## src/hw/rtl/rncw_pkg.sv

```systemverilog
// Package of the RIFF nested chunk walker: sizes, fourcc constants,
// parse phases, event kinds and the command item between front and back.
// No dependencies.
package rncw_pkg;

  localparam int unsigned MAX_LEVELS = 10;
  localparam int unsigned LVL_W      = 4;
  localparam int unsigned SIZE_W     = 32;
  localparam int unsigned CFG_IDX_W  = 8;
  localparam int unsigned HDR_BYTES  = 12;
  localparam int unsigned WORD_BYTES = 4;

  localparam logic [31:0] CC_RIFF = 32'h4646_4952;
  localparam logic [31:0] CC_LIST = 32'h5453_494C;
  localparam logic [31:0] CC_INFO = 32'h4F46_4E49;
  localparam logic [31:0] CC_MOVI = 32'h6976_6F6D;

  localparam logic [CFG_IDX_W-1:0] REG_FORMAT = 8'd0;
  localparam logic [CFG_IDX_W-1:0] REG_LENGTH = 8'd1;

  typedef enum logic [2:0] {
    EV_PAYLOAD   = 3'd0,
    EV_LIST      = 3'd1,
    EV_LIST_END  = 3'd2,
    EV_CHUNK     = 3'd3,
    EV_END       = 3'd4,
    EV_HDR_ERR   = 3'd5,
    EV_OVERFLOW  = 3'd6,
    EV_UNDERFLOW = 3'd7
  } rncw_kind_e;

  typedef enum logic [7:0] {
    PH_HDR     = 8'b0000_0001,
    PH_ID      = 8'b0000_0010,
    PH_LSIZE   = 8'b0000_0100,
    PH_LTYPE   = 8'b0000_1000,
    PH_CSIZE   = 8'b0001_0000,
    PH_PAYLOAD = 8'b0010_0000,
    PH_SKIP    = 8'b0100_0000,
    PH_DONE    = 8'b1000_0000
  } rncw_phase_e;

  typedef struct packed {
    logic              ufl_v;
    logic [LVL_W-1:0]  ufl_lvl;
    logic              main_v;
    rncw_kind_e        kind;
    logic [LVL_W-1:0]  lvl;
    logic [31:0]       id;
    logic [31:0]       lk;
    logic [31:0]       size;
    logic [7:0]        pb;
    logic [LVL_W-1:0]  end_hi;
    logic [LVL_W-1:0]  end_lo;
    logic              fin_v;
  } rncw_cmd_t;

endpackage

```

## src/hw/rtl/riff_nested_chunk_walker.sv

```systemverilog
// Top level of the RIFF nested chunk walker: front parser, command queue
// and event sequencer. Uses rncw_pkg, rncw_front, rncw_fifo, rncw_back.
//
//   channel   direction  handshake               payload
//   cfg       in         cfg_valid_i/cfg_ready_o cfg_index_i, cfg_data_i
//   in        in         in_valid_i/in_ready_o   data_byte_i
//   out       out        out_valid_o/out_ready_i event fields, last_o
//
// The front takes one byte a cycle while the two-entry queue has room.
// The back sends one event a cycle while the output register is free or
// taken; a byte causes at most twelve events, and long bursts of list ends
// stall the input through the queue.
// Reset clears all control state and the level counters at once.
// Configuration writes are always taken.
module riff_nested_chunk_walker import rncw_pkg::*; (
  input  logic                 clk_i,
  input  logic                 rst_ni,
  input  logic                 cfg_valid_i,
  output logic                 cfg_ready_o,
  input  logic [CFG_IDX_W-1:0] cfg_index_i,
  input  logic [31:0]          cfg_data_i,
  input  logic                 in_valid_i,
  output logic                 in_ready_o,
  input  logic [7:0]           data_byte_i,
  output logic                 out_valid_o,
  input  logic                 out_ready_i,
  output logic [2:0]           event_kind_o,
  output logic [LVL_W-1:0]     nest_level_o,
  output logic [31:0]          chunk_id_o,
  output logic [31:0]          list_kind_o,
  output logic [31:0]          chunk_size_o,
  output logic [7:0]           payload_byte_o,
  output logic                 last_o
);

  rncw_cmd_t f_cmd, q_cmd;
  logic      f_push, q_full, q_valid, q_pop;

  assign cfg_ready_o = 1'b1;

  rncw_front u_front (
    .clk_i, .rst_ni, .cfg_valid_i, .cfg_index_i, .cfg_data_i,
    .in_valid_i, .in_ready_o, .data_byte_i,
    .cmd_valid_o(f_push), .cmd_o(f_cmd), .cmd_full_i(q_full)
  );

  rncw_fifo u_fifo (
    .clk_i, .rst_ni, .push_i(f_push), .data_i(f_cmd), .full_o(q_full),
    .pop_i(q_pop), .valid_o(q_valid), .data_o(q_cmd)
  );

  rncw_back u_back (
    .clk_i, .rst_ni, .cmd_valid_i(q_valid), .cmd_i(q_cmd), .cmd_pop_o(q_pop),
    .out_valid_o, .out_ready_i, .event_kind_o, .nest_level_o, .chunk_id_o,
    .list_kind_o, .chunk_size_o, .payload_byte_o, .last_o
  );

endmodule

```

## src/hw/rtl/rncw_front.sv

```systemverilog
// Front part of the walker: takes stream bytes, keeps the level counters
// and phase, and turns each byte into at most one command item. Uses rncw_pkg.
module rncw_front import rncw_pkg::*; (
  input  logic                 clk_i,
  input  logic                 rst_ni,
  input  logic                 cfg_valid_i,
  input  logic [CFG_IDX_W-1:0] cfg_index_i,
  input  logic [31:0]          cfg_data_i,
  input  logic                 in_valid_i,
  output logic                 in_ready_o,
  input  logic [7:0]           data_byte_i,
  output logic                 cmd_valid_o,
  output rncw_cmd_t            cmd_o,
  input  logic                 cmd_full_i
);

  logic [31:0]       fmt_q, len_q;
  rncw_phase_e       phase_q, phase_n;
  logic [3:0]        fbc_q, fbc_n;
  logic [31:0]       id_q, id_n, size_q, size_n, skip_q, skip_n;
  logic [LVL_W-1:0]  cur_q, cur_n;
  logic [SIZE_W-1:0] lr_q [MAX_LEVELS];
  logic [SIZE_W-1:0] lr_n [MAX_LEVELS];
  logic              bad_q, bad_n;
  logic              accept;
  rncw_cmd_t         cmd;

  assign in_ready_o = !cmd_full_i;
  assign accept     = in_valid_i && in_ready_o;

  always_comb begin
    logic             cons;
    logic             bnd;
    logic             found;
    logic [LVL_W-1:0] nc;
    phase_n = phase_q;
    fbc_n   = fbc_q;
    id_n    = id_q;
    size_n  = size_q;
    skip_n  = skip_q;
    cur_n   = cur_q;
    bad_n   = bad_q;
    lr_n    = lr_q;
    cmd     = '0;
    bnd     = 1'b0;
    found   = 1'b0;
    nc      = '0;
    cons    = (phase_q != PH_HDR) && (phase_q != PH_DONE);
    if (cons) begin
      for (int i = 0; i < MAX_LEVELS; i++) begin
        if (LVL_W'(i) <= cur_q) begin
          if (lr_q[i] != '0) begin
            lr_n[i] = lr_q[i] - 1'b1;
          end else if (!found) begin
            found       = 1'b1;
            cmd.ufl_v   = 1'b1;
            cmd.ufl_lvl = LVL_W'(i);
          end
        end
      end
    end
    unique case (phase_q)
      PH_HDR: begin
        if (fbc_q < 4'(WORD_BYTES)) id_n = {data_byte_i, id_q[31:8]};
        else size_n = {data_byte_i, size_q[31:8]};
        if (fbc_q == 4'd3) bad_n = ({data_byte_i, id_q[31:8]} != CC_RIFF);
        fbc_n = fbc_q + 1'b1;
        if (fbc_n >= 4'(HDR_BYTES)) begin
          if (bad_n || size_n != fmt_q || len_q < 32'(HDR_BYTES)) begin
            cmd.main_v = 1'b1;
            cmd.kind   = EV_HDR_ERR;
            phase_n    = PH_DONE;
          end else begin
            cur_n    = '0;
            lr_n[0]  = len_q - 32'(HDR_BYTES);
            bnd      = 1'b1;
          end
        end
      end
      PH_ID: begin
        id_n  = {data_byte_i, id_q[31:8]};
        fbc_n = fbc_q + 1'b1;
        if (fbc_n >= 4'(WORD_BYTES)) begin
          fbc_n = '0;
          if (id_n == CC_LIST) phase_n = PH_LSIZE;
          else if (id_n == CC_INFO) bnd = 1'b1;
          else phase_n = PH_CSIZE;
        end
      end
      PH_LSIZE: begin
        size_n = {data_byte_i, size_q[31:8]};
        fbc_n  = fbc_q + 1'b1;
        if (fbc_n >= 4'(WORD_BYTES)) begin
          fbc_n = '0;
          if (5'(cur_q) + 5'd1 >= 5'(MAX_LEVELS)) begin
            cmd.main_v = 1'b1;
            cmd.kind   = EV_OVERFLOW;
            cmd.lvl    = cur_q;
            cmd.id     = CC_LIST;
            cmd.size   = size_n;
            skip_n     = size_n;
            if (size_n == '0) bnd = 1'b1;
            else phase_n = PH_SKIP;
          end else begin
            cur_n        = cur_q + 1'b1;
            lr_n[cur_n]  = size_n;
            id_n         = '0;
            phase_n      = PH_LTYPE;
          end
        end
      end
      PH_LTYPE: begin
        id_n  = {data_byte_i, id_q[31:8]};
        fbc_n = fbc_q + 1'b1;
        if (fbc_n >= 4'(WORD_BYTES)) begin
          fbc_n      = '0;
          cmd.main_v = 1'b1;
          cmd.kind   = EV_LIST;
          cmd.lvl    = cur_q;
          cmd.id     = CC_LIST;
          cmd.lk     = id_n;
          cmd.size   = size_q;
          if (id_n == CC_MOVI) begin
            skip_n = lr_n[cur_q];
            if (skip_n == '0) bnd = 1'b1;
            else phase_n = PH_SKIP;
          end else begin
            bnd = 1'b1;
          end
        end
      end
      PH_CSIZE: begin
        size_n = {data_byte_i, size_q[31:8]};
        fbc_n  = fbc_q + 1'b1;
        if (fbc_n >= 4'(WORD_BYTES)) begin
          fbc_n      = '0;
          cmd.main_v = 1'b1;
          cmd.kind   = EV_CHUNK;
          cmd.lvl    = cur_q;
          cmd.id     = id_q;
          cmd.size   = size_n;
          skip_n     = size_n;
          if (size_n == '0) bnd = 1'b1;
          else phase_n = PH_PAYLOAD;
        end
      end
      PH_PAYLOAD, PH_SKIP: begin
        if (phase_q == PH_PAYLOAD) begin
          cmd.main_v = 1'b1;
          cmd.kind   = EV_PAYLOAD;
          cmd.lvl    = cur_q;
          cmd.id     = id_q;
          cmd.size   = size_q;
          cmd.pb     = data_byte_i;
        end
        if (skip_q != '0) skip_n = skip_q - 1'b1;
        if (skip_n == '0) bnd = 1'b1;
      end
      default: phase_n = PH_DONE;
    endcase
    if (bnd) begin
      for (int j = 1; j < MAX_LEVELS; j++) begin
        if (LVL_W'(j) <= cur_n && lr_n[j] != '0) nc = LVL_W'(j);
      end
      cmd.end_hi = cur_n;
      cmd.end_lo = nc;
      cur_n      = nc;
      fbc_n      = '0;
      if (nc == '0 && lr_n[0] == '0) begin
        cmd.fin_v = 1'b1;
        phase_n   = PH_DONE;
      end else begin
        phase_n = PH_ID;
      end
    end
  end

  assign cmd_o       = cmd;
  assign cmd_valid_o = accept && (phase_q != PH_DONE) &&
                       (cmd.ufl_v || cmd.main_v || cmd.fin_v || cmd.end_hi != cmd.end_lo);

  always_ff @(posedge clk_i or negedge rst_ni) begin
    if (!rst_ni) begin
      fmt_q   <= '0;
      len_q   <= '0;
      phase_q <= PH_HDR;
      fbc_q   <= '0;
      id_q    <= '0;
      size_q  <= '0;
      skip_q  <= '0;
      cur_q   <= '0;
      bad_q   <= 1'b0;
      for (int i = 0; i < MAX_LEVELS; i++) lr_q[i] <= '0;
    end else begin
      if (cfg_valid_i) begin
        if (cfg_index_i == REG_FORMAT) fmt_q <= cfg_data_i;
        else if (cfg_index_i == REG_LENGTH) len_q <= cfg_data_i;
      end
      if (accept) begin
        phase_q <= phase_n;
        fbc_q   <= fbc_n;
        id_q    <= id_n;
        size_q  <= size_n;
        skip_q  <= skip_n;
        cur_q   <= cur_n;
        bad_q   <= bad_n;
        lr_q    <= lr_n;
      end
    end
  end

endmodule

```

## src/hw/rtl/rncw_fifo.sv

```systemverilog
// Two-entry queue of command items between the front and the back.
// Uses rncw_pkg.
module rncw_fifo import rncw_pkg::*; (
  input  logic      clk_i,
  input  logic      rst_ni,
  input  logic      push_i,
  input  rncw_cmd_t data_i,
  output logic      full_o,
  input  logic      pop_i,
  output logic      valid_o,
  output rncw_cmd_t data_o
);

  rncw_cmd_t   mem_q [2];
  logic        wp_q, rp_q;
  logic [1:0]  cnt_q;

  assign full_o  = (cnt_q == 2'd2);
  assign valid_o = (cnt_q != 2'd0);
  assign data_o  = mem_q[rp_q];

  always_ff @(posedge clk_i) begin
    if (push_i) mem_q[wp_q] <= data_i;
  end

  always_ff @(posedge clk_i or negedge rst_ni) begin
    if (!rst_ni) begin
      wp_q  <= 1'b0;
      rp_q  <= 1'b0;
      cnt_q <= '0;
    end else begin
      if (push_i) wp_q <= ~wp_q;
      if (pop_i) rp_q <= ~rp_q;
      cnt_q <= cnt_q + {1'b0, push_i} - {1'b0, pop_i};
    end
  end

endmodule

```

## src/hw/rtl/rncw_back.sv

```systemverilog
// Back part of the walker: expands each command item into its events,
// one a cycle unless the output stalls, into the output register. Uses rncw_pkg.
module rncw_back import rncw_pkg::*; (
  input  logic             clk_i,
  input  logic             rst_ni,
  input  logic             cmd_valid_i,
  input  rncw_cmd_t        cmd_i,
  output logic             cmd_pop_o,
  output logic             out_valid_o,
  input  logic             out_ready_i,
  output logic [2:0]       event_kind_o,
  output logic [LVL_W-1:0] nest_level_o,
  output logic [31:0]      chunk_id_o,
  output logic [31:0]      list_kind_o,
  output logic [31:0]      chunk_size_o,
  output logic [7:0]       payload_byte_o,
  output logic             last_o
);

  rncw_cmd_t        c_q, c_n;
  logic             busy_q;
  logic             ov_q;
  logic             emit;
  logic             fin_now;
  rncw_kind_e       k;
  logic [LVL_W-1:0] l;
  logic [31:0]      id, lk, sz;
  logic [7:0]       pb;
  logic [2:0]       ek_q;
  logic [LVL_W-1:0] nl_q;
  logic [31:0]      ci_q, lk_q, cs_q;
  logic [7:0]       pb_q;
  logic             last_q;

  assign emit = busy_q && (!ov_q || out_ready_i);

  always_comb begin
    c_n = c_q;
    k   = EV_END;
    l   = '0;
    id  = '0;
    lk  = '0;
    sz  = '0;
    pb  = '0;
    if (c_q.ufl_v) begin
      k         = EV_UNDERFLOW;
      l         = c_q.ufl_lvl;
      c_n.ufl_v = 1'b0;
    end else if (c_q.main_v) begin
      k          = c_q.kind;
      l          = c_q.lvl;
      id         = c_q.id;
      lk         = c_q.lk;
      sz         = c_q.size;
      pb         = c_q.pb;
      c_n.main_v = 1'b0;
    end else if (c_q.end_hi != c_q.end_lo) begin
      k          = EV_LIST_END;
      l          = c_q.end_hi;
      c_n.end_hi = c_q.end_hi - 1'b1;
    end else begin
      c_n.fin_v = 1'b0;
    end
    fin_now = !c_n.ufl_v && !c_n.main_v && !c_n.fin_v && (c_n.end_hi == c_n.end_lo);
  end

  assign cmd_pop_o = cmd_valid_i && (!busy_q || (emit && fin_now));

  always_ff @(posedge clk_i or negedge rst_ni) begin
    if (!rst_ni) begin
      busy_q <= 1'b0;
      ov_q   <= 1'b0;
    end else begin
      if (cmd_pop_o) busy_q <= 1'b1;
      else if (emit && fin_now) busy_q <= 1'b0;
      if (emit) ov_q <= 1'b1;
      else if (out_ready_i) ov_q <= 1'b0;
    end
  end

  always_ff @(posedge clk_i) begin
    if (cmd_pop_o) c_q <= cmd_i;
    else if (emit) c_q <= c_n;
    if (emit) begin
      ek_q   <= k;
      nl_q   <= l;
      ci_q   <= id;
      lk_q   <= lk;
      cs_q   <= sz;
      pb_q   <= pb;
      last_q <= fin_now;
    end
  end

  assign out_valid_o    = ov_q;
  assign event_kind_o   = ek_q;
  assign nest_level_o   = nl_q;
  assign chunk_id_o     = ci_q;
  assign list_kind_o    = lk_q;
  assign chunk_size_o   = cs_q;
  assign payload_byte_o = pb_q;
  assign last_o         = last_q;

endmodule

```

## config.mk

```make
export PLATFORM = sky130hd
export DESIGN_NAME = riff_nested_chunk_walker
export DESIGN_NICKNAME = d
export VERILOG_FILES = /design/src/hw/rtl/rncw_pkg.sv /design/src/hw/rtl/riff_nested_chunk_walker.sv /design/src/hw/rtl/rncw_front.sv /design/src/hw/rtl/rncw_fifo.sv /design/src/hw/rtl/rncw_back.sv
export SDC_FILE = /design/constraint.sdc
export NUM_CORES = 2
export LEC_CHECK = 0
export BUFFER_PORTS_ARGS = -buffer_cell sky130_fd_sc_hd__buf_2
export CAP_MARGIN = 15
export CORE_ASPECT_RATIO = 2
export CORE_MARGIN = 5
export CORE_UTILIZATION = 45
export CTS_CLUSTER_DIAMETER = 150
export DETAILED_ROUTE_END_ITERATION = 12
export HOLD_SLACK_MARGIN = 0.06
export RECOVER_POWER = 50
export SYNTH_ARGS = -nofsm -noshare
export SYNTH_HDL_FRONTEND = slang
export SYNTH_SLANG_ARGS = --single-unit
```

## constraint.sdc

```tcl
create_clock -name clk_i -period 16.3 [get_ports clk_i]
set_input_delay 3.26 -clock clk_i [delete_from_list [all_inputs] [get_ports clk_i]]
set_output_delay 3.26 -clock clk_i [all_outputs]
set_load 0.02 [all_outputs]
```

; Yosys cells after proc, flatten, opt, wreduce, memory -nomap -nowiden
; Memories as Yosys holds them, arrays and structs flattened.
; Cells that the tools add are included.
; W data, S select, Z words.
[totals]
ff_bits = 741
ramBits = 252
input_bits = 53
wordCells = 410
mem_count = 1
[classes]
n_addsub = 18
order_cmp = 27
eq_ne = 39
n_mux = 197
bitwise_logic = 6
n_reduce_logical = 79
[memory_table]
columns = memory, depth, word_bits, read_ports, rd_clocked_by_memory_dff, wr, line_no
row1 = u_fifo.mem_q, 2, 126, 1, 0, 1, rncw_fifo.sv:14  ; rncw_cmd_t mem_q [2];
[ops]
columns = op, n
row1 = $mux W32, 41
row2 = $mux W320, 3
row3 = $reduce_bool A32 Y1, 20
row4 = $sub A32 B1 Y32 const B, 11
row5 = $bwmux W320, 1
row6 = $mux W288, 1
row7 = $pmux W32 S4, 2
row8 = $mux W126, 2
row9 = $mux W40, 5
row10 = $mux W5, 33
row11 = $pmux W36 S4, 1
row12 = $bmux W32 S4, 1
row13 = $demux W32 S4, 1
row14 = $logic_not A32 Y1, 4
row15 = $mux W8, 16
row16 = $pmux W32 S2, 2
row17 = $mux W104, 1
row18 = $eq A32 B31 Y1 const B, 3
row19 = $pmux W32 S3, 1
row20 = $mux W4, 18
row21 = $mux W1, 54
row22 = $pmux W8 S6, 1
row23 = $le A3 B4 Y1 const A, 8
row24 = $lt A32 B4 Y1 const B, 1
row25 = other kinds (59), 135

; Longest topological paths before layout
[depth]
depth_word = 40
depth_mapped = 27
depth_no_buf = 23

; Cells and area by module
; Synthesis repeated with hierarchy kept, for this count alone.
[hier_totals]
cells_unflattened = 6751
area_unflattened_um2 = 61971.9
[by_module_without_submodules]
columns = mod, n_inst, cells_each, area_per_inst_um2, seq_area_each_um2
row1 = rncw_front, 1, 5776, 43316.5, 12438.2
row2 = rncw_fifo, 1, 407, 9399.0, 7667.4
row3 = rncw_back, 1, 566, 9245.1, 7196.9
row4 = riff_nested_chunk_walker, 1, 2, 11.3, 0.0

; Worst setup path before layout
; OpenSTA, ideal clock, no wires.
[synth_timing]
path_type = input-to-reg
start = in data_byte_i[0]
end = mem u_fifo.mem_q[1][0] (netlist bit), enable pin
setup_time_ns = 0.654
arrival_time_ns = 12.481
required_time_ns = 15.646
path_slack_ns = 3.165
cell_stages = 15
path_cell_list = clkbuf_1 -> nor4b_1 -> nand2_1 -> nor4_1 -> o211ai_1 -> nor4_4 -> buf_2 -> mux2_2 -> a221oi_1 -> nand4_1 -> nor4_1 -> nand4b_1 -> nor3_1 -> nor3_1 -> a21oi_1
[synth_via]
elab_chain_len = 29
elab_cells_between_ends = 86
[synth_lines]
columns = item, line_no
row1 = "start, declared", riff_nested_chunk_walker.sv:24  ; input logic [7:0] data_byte_i,
row2 = $ne A32 B31 Y1 / $mux W32 (equally long branches), "rncw_front.sv:66, rncw_front.sv:64"
row3 = $mux W1 / $mux W32 (equally long branches), "rncw_front.sv:66, rncw_front.sv:62"
row4 = $mux W1 / $ne A32 B32 Y1 (equally long branches), "rncw_front.sv:62, rncw_front.sv:69"
row5 = $logic_or A1 B1 Y1 (2 in series), rncw_front.sv:69  ; if (bad_n || size_n != fmt_q || len_q < 32'(HDR_BYTES)) begin
row6 = $mux W4, rncw_front.sv:69
row7 = $mux W4, rncw_front.sv:68  ; if (fbc_n >= 4'(HDR_BYTES)) begin
row8 = $pmux W4 S2, rncw_front.sv:62  ; unique case (phase_q)
row9 = $le A1 B4 Y1, rncw_front.sv:163  ; if (LVL_W'(j) <= cur_n && lr_n[j] != '0) nc = LVL_W'(j);
row10 = [... 12 more ...], n/a
row11 = $logic_and A1 B1 Y1, rncw_front.sv:169  ; if (nc == '0 && lr_n[0] == '0) begin
row12 = $mux W1, rncw_front.sv:169
row13 = $mux W9, rncw_front.sv:161  ; if (bnd) begin
row14 = $logic_or A1 B1 Y1, rncw_front.sv:180  ; (cmd.ufl_v || cmd.main_v || cmd.fin_v || cmd.end_hi != cmd.end_lo);
row15 = $logic_or A1 B1 Y1 (*), rncw_front.sv:180
row16 = $logic_and A1 B1 Y1 (*), rncw_front.sv:179  ; assign cmd_valid_o = accept && (phase_q != PH_DONE) &&
row17 = $mux W1 (*), rncw_fifo.sv:23  ; if (push_i) mem_q[wp_q] <= data_i;
row18 = $mux W1 (not written as such) (*), rncw_fifo.sv:23
row19 = "end, declared", rncw_fifo.sv:14
; Mark *: on every way between the ends. The rest lies on a longest branch, timed or not. The select of a mux whose other input is x is not followed.

; Final worst setup path
[layout_timing]
start = reg u_front.cur_q[1]
end = mem u_fifo.mem_q[0][115] (netlist bit), enable pin
[layout_via]
elab_chain_len = 39
elab_cells_between_ends = 163
[layout_lines]
columns = item, line_no
row1 = "start, declared", rncw_front.sv:21  ; logic [LVL_W-1:0] cur_q, cur_n;
row2 = "start signal, assigned", rncw_front.sv:205  ; cur_q <= cur_n;
row3 = $le A1 B4 Y1, rncw_front.sv:51  ; if (LVL_W'(i) <= cur_q) begin
row4 = $mux W5 / $mux W1 (equally long branches), rncw_front.sv:51
row5 = $mux W5 / $mux W1 (equally long branches), rncw_front.sv:49  ; if (cons) begin
row6 = $mux W5 / $mux W1 (equally long branches), "rncw_front.sv:54, rncw_front.sv:52"
row7 = $mux W5 / $mux W1 (equally long branches), "rncw_front.sv:52, rncw_front.sv:51"
row8 = $mux W5 / $mux W1 (equally long branches), "rncw_front.sv:51, rncw_front.sv:49"
row9 = $mux W5 / $mux W1 (equally long branches), "rncw_front.sv:54, rncw_front.sv:52"
row10 = $mux W5 / $mux W1 (equally long branches), "rncw_front.sv:52, rncw_front.sv:51"
row11 = [... 22 more ...], n/a
row12 = $mux W5, rncw_front.sv:52  ; if (lr_q[i] != '0) begin
row13 = $mux W5, rncw_front.sv:51
row14 = $mux W5, rncw_front.sv:49
row15 = $logic_or A1 B1 Y1 (2 in series), rncw_front.sv:180
row16 = $logic_or A1 B1 Y1 (*), rncw_front.sv:180
row17 = $logic_and A1 B1 Y1 (*), rncw_front.sv:179
row18 = $mux W1 (*), rncw_fifo.sv:23
row19 = $mux W1 (not written as such) (*), rncw_fifo.sv:23
; Marks and branches as above.

==> reports/qor.yml <==
outcome:
  outcome: "finished with violations"
  violations: "capacitance limit, slew limit"
detailed_routing:
  wl_per_cell_um: 38.6
  ant_nets: 0
  via_count: 60200
  route.detailed.drc: 0
  routed_wire_length_um: 331000
  number_of_optimization_iterations_in_the_first_detailed_route_pass: 10
  drt_iter0_markers: 7769
  route.detailed.vias_per_inst: 7.02
global_route:
  initial_antenna_violation_count: 45
  grt_overflow: 0
  grtUsageMet1: 0.444
  grtUsageMet2: 0.727
  use_met3: 0.106
  grt_pass1_wl_um: 454000
  grt_pass1_vias: 57500
  globalRouteTotalUtil: 0.447
  grt_most_used_layer: "met2"
  grt_max_degree: 167
cts:
  cts_setup_buffers: 0
  clock-sinks: 993
  clock_tree.buffer_depth: 3
  clkSlewWorstSetupHoldPaths_ns: 0.08
  numCtsBuffers: 92
  post_cts_resized: 0
  clock_latency_reported_for_the_late_side_of_the_worst_skew_pair_ns: 0.78
  tritoncts: "done"
  cts.hold.buffers_added: 0
  cts.root.buffer_cell: "clkbuf_16"
  htree_levels: 3
die:
  start_util: 0.451
  pin_count: 168
  floorplan.rows: 191
  placeableCoreArea_mm2: 0.135
  floorplan.die_area_mm2: 0.144
  fp.dieW_um: 270
  die_height_um: 531
hold_path:
  worst_hold_path.endpoint: "u_back.chunk_size_o[2]$_SDFFCE_PP0P_"
  min_path_type: "flop to flop"
  hold_path_depth: 1
  holdCritStartpoint: "u_back.c_n[19]$_DFFE_PP_"
synth:
  synth_fa_ha_area_frac: 0.00492
  seq_area_frac_synth: 0.447
  edff_count_synth: 490
  ys_seq_elements: 993
  dominant_combinational_cell_family_by_area_after_synthesis: "simple AND/OR/NAND/NOR gates"
  simple_gate_share_of_the_synthesized_area: 0.235
  synthXorXnorAreaFrac: 0.0485
  post_synth_mux_area_share: 0.0503
  yosys_warnings: 0
  postSynth.topFlopCell: "dfrtp_1"
  synth_cell_types: 112
  synth_compound_area_frac: 0.173
  most_frequent_cells_after_synthesis: "nor2_1 (728), nand2_1 (557), o21ai_0 (503)"
  yosys-top-cells-area: "edfxtp_1 (24%), dfrtp_1 (21%), nor2_1 (4.5%)"
  syn-cell-area_mm2: 0.0611
  synthMostInstantiatedCell: "nor2_1"
  post_synthesis_async_set_or_reset_flop_share: 0.507
  syn-num-nets: 6861
  syn-instance-count: 6784
  post_synth.cell_area_avg_um2: 9.00
  synth.largest_area_cell: "edfxtp_1"
  synth_top_area_frac: 0.241
sta:
  tns_ns: 0
  max_freq_mhz: 80.3
  timing.clock.skew_ns: 0.0747
  final.min_clock_period_ns: 12.45
  drv_slew: 1451
  actual_slew_at_the_worst_max_slew_pin_ns: 5.85
  finalSetupViolCount: 0
  final_hold_viol_count: 0
  post-route-period-util: 0.764
  rsz0062_at_grt: "no"
  max-slew-margin-rel: -2.90
  final.hold.worst_slack_ns: 0.514
layout:
  post_route_cells_drive_above_1_share: 0.0899
  areaGrowthSynthToFinish_pct: 9.45
  final_net_count: 6799
pwr:
  totalPowerFinal_uw: 7910
  p_per_area_mw_per_mm2: 118
  vdd.ir_drop.worst_mv: 0.172
  static-leakage-power_uw: 0.0255
placement:
  port-buffer-count: 166
  finalWeightedCongestion: 1.10
  post-dp-hpwl_um: 241000
setup_path:
  setup.worst_path.end_class: "flop"
  timing.rr.start: "u_front.cur_q[1]$_DFFE_PN0P_"
  crit_fanout: 65
  r2r-end: "u_fifo.mem_q[0][115]$_DFFE_PP_"
  reg2reg_setup_slack_ns: 3.85
  critical_path_required_ns: 16.65
  r2r_cells: 22
  criticalPathCategory: "flop to flop"
  cp-start-kind: "flop"
  worstPathArrival_ns: 12.81
run:
  drv.max_cap_violation_count: 37
## routing by layer
metal / part of all wire / wire (um) / vias up
met5: 0.00016 / 52 / -
met4: 0.15 / 49300 / 8
met3: 0.084 / 27700 / 1786
met2: 0.46 / 152000 / 4147
met1: 0.31 / 102000 / 29200
li1: - / - / 25100
## how the worst max path moves through the flow
stage | from | to
after CTS | data_byte_i[1] | u_fifo.mem_q[0][88]$_DFFE_PP_
final | u_front.cur_q[1]$_DFFE_PN0P_ | u_fifo.mem_q[0][115]$_DFFE_PP_
after floorplan | data_byte_i[0] | u_fifo.mem_q[1][0]$_DFFE_PP_
after global routing | u_front.cur_q[1]$_DFFE_PN0P_ | u_fifo.mem_q[0][121]$_DFFE_PP_
after global placement | data_byte_i[1] | u_fifo.mem_q[0][122]$_DFFE_PP_
after detailed placement | data_byte_i[1] | u_fifo.mem_q[0][122]$_DFFE_PP_
## cells by family after synthesis
kind of cell	Yosys count
AND/OR/NAND/NOR	2797
buffers and inverters	648
AO/OA/AOI/OAI	1690
flip-flops	993
multiplexers	293
XOR/XNOR	338
other	1
adder cells (fa/ha/maj)	24
## report_power, final
group / switching (uW) / total (uW) / internal (uW)
sequential: 323 / 3180 / 2860
combinational: 1710 / 2400 / 697
clock: 1080 / 2330 / 1250
## flip-flops by register name (all words and copies together) (netlist names), 32 cells and up
signal               flops
u_back.chunk_id_o       32
u_front.fmt_q           32
u_front.len_q           32
u_front.lr_q           320
u_front.id_q            32
u_back.c_n             119
u_fifo.mem_q           252
u_front.size_q          32
u_back.chunk_size_o     32
u_front.skip_q          32
u_back.list_kind_o      32
## through the flow
step,setup slack [ns],instances,instance area (um^2),util
2_1_floorplan,3.17,6784,61100,-
3_3_place_gp,4.83,8350,63800,0.472
3_5_place_dp,5.47,8352,63800,0.472
4_1_cts,6.16,8522,67000,0.495
5_1_grt,3.90,8541,66700,0.493
6_report,3.85,8578,66800,0.494
## final cells by class
type                    count  area [um^2]
fillers                 12900        68400
multi-input cells        5143        31400
flip-flops and latches    993        27300
clock buffers             121         2590
repair buffers            404         2320
well taps                1737         2170
clock inverters            49          553
inverters                  88          332
diodes                     43          108
## placed cells by master (no fill, tap or decap), drive strengths merged, types with 117 or more instances in the layout
master / synthesis / routed
nand3: 222 / 222
buf: 74 / 230
o21ai: 508 / 508
nor4: 218 / 218
nand2: 557 / 557
a21oi: 487 / 487
mux2i: 192 / 192
dfrtp: 502 / 502
clkbuf: 486 / 295
xor2: 162 / 162
or4: 121 / 121
and2: 145 / 145
nor2: 728 / 728
nor3: 215 / 215
edfxtp: 490 / 490
xnor2: 176 / 176
nand4: 124 / 124
o22ai: 117 / 117
## worst max-delay path: stages, from the launching register on
cell      delay (ns)
dfrtp_1         0.34
clkbuf_1        0.89
clkbuf_1        1.43
inv_1           0.09
clkbuf_1        0.85
ha_1            0.75
nand4_1         0.21
or4_2           0.22
clkbuf_1        2.16
nand4_1         0.19
o21ai_0         0.25
o21ai_0         0.14
a211o_1         0.29
nor4_1          0.44
buf_4           0.27
a31oi_1         0.19
nor2_1          0.36
nand4b_1        0.45
nor3_1          0.50
nor3_1          0.21
a21oi_4         0.18
buf_4           0.65
buf_4           0.79
No activity file was read; power rests on OpenSTA's default activity.
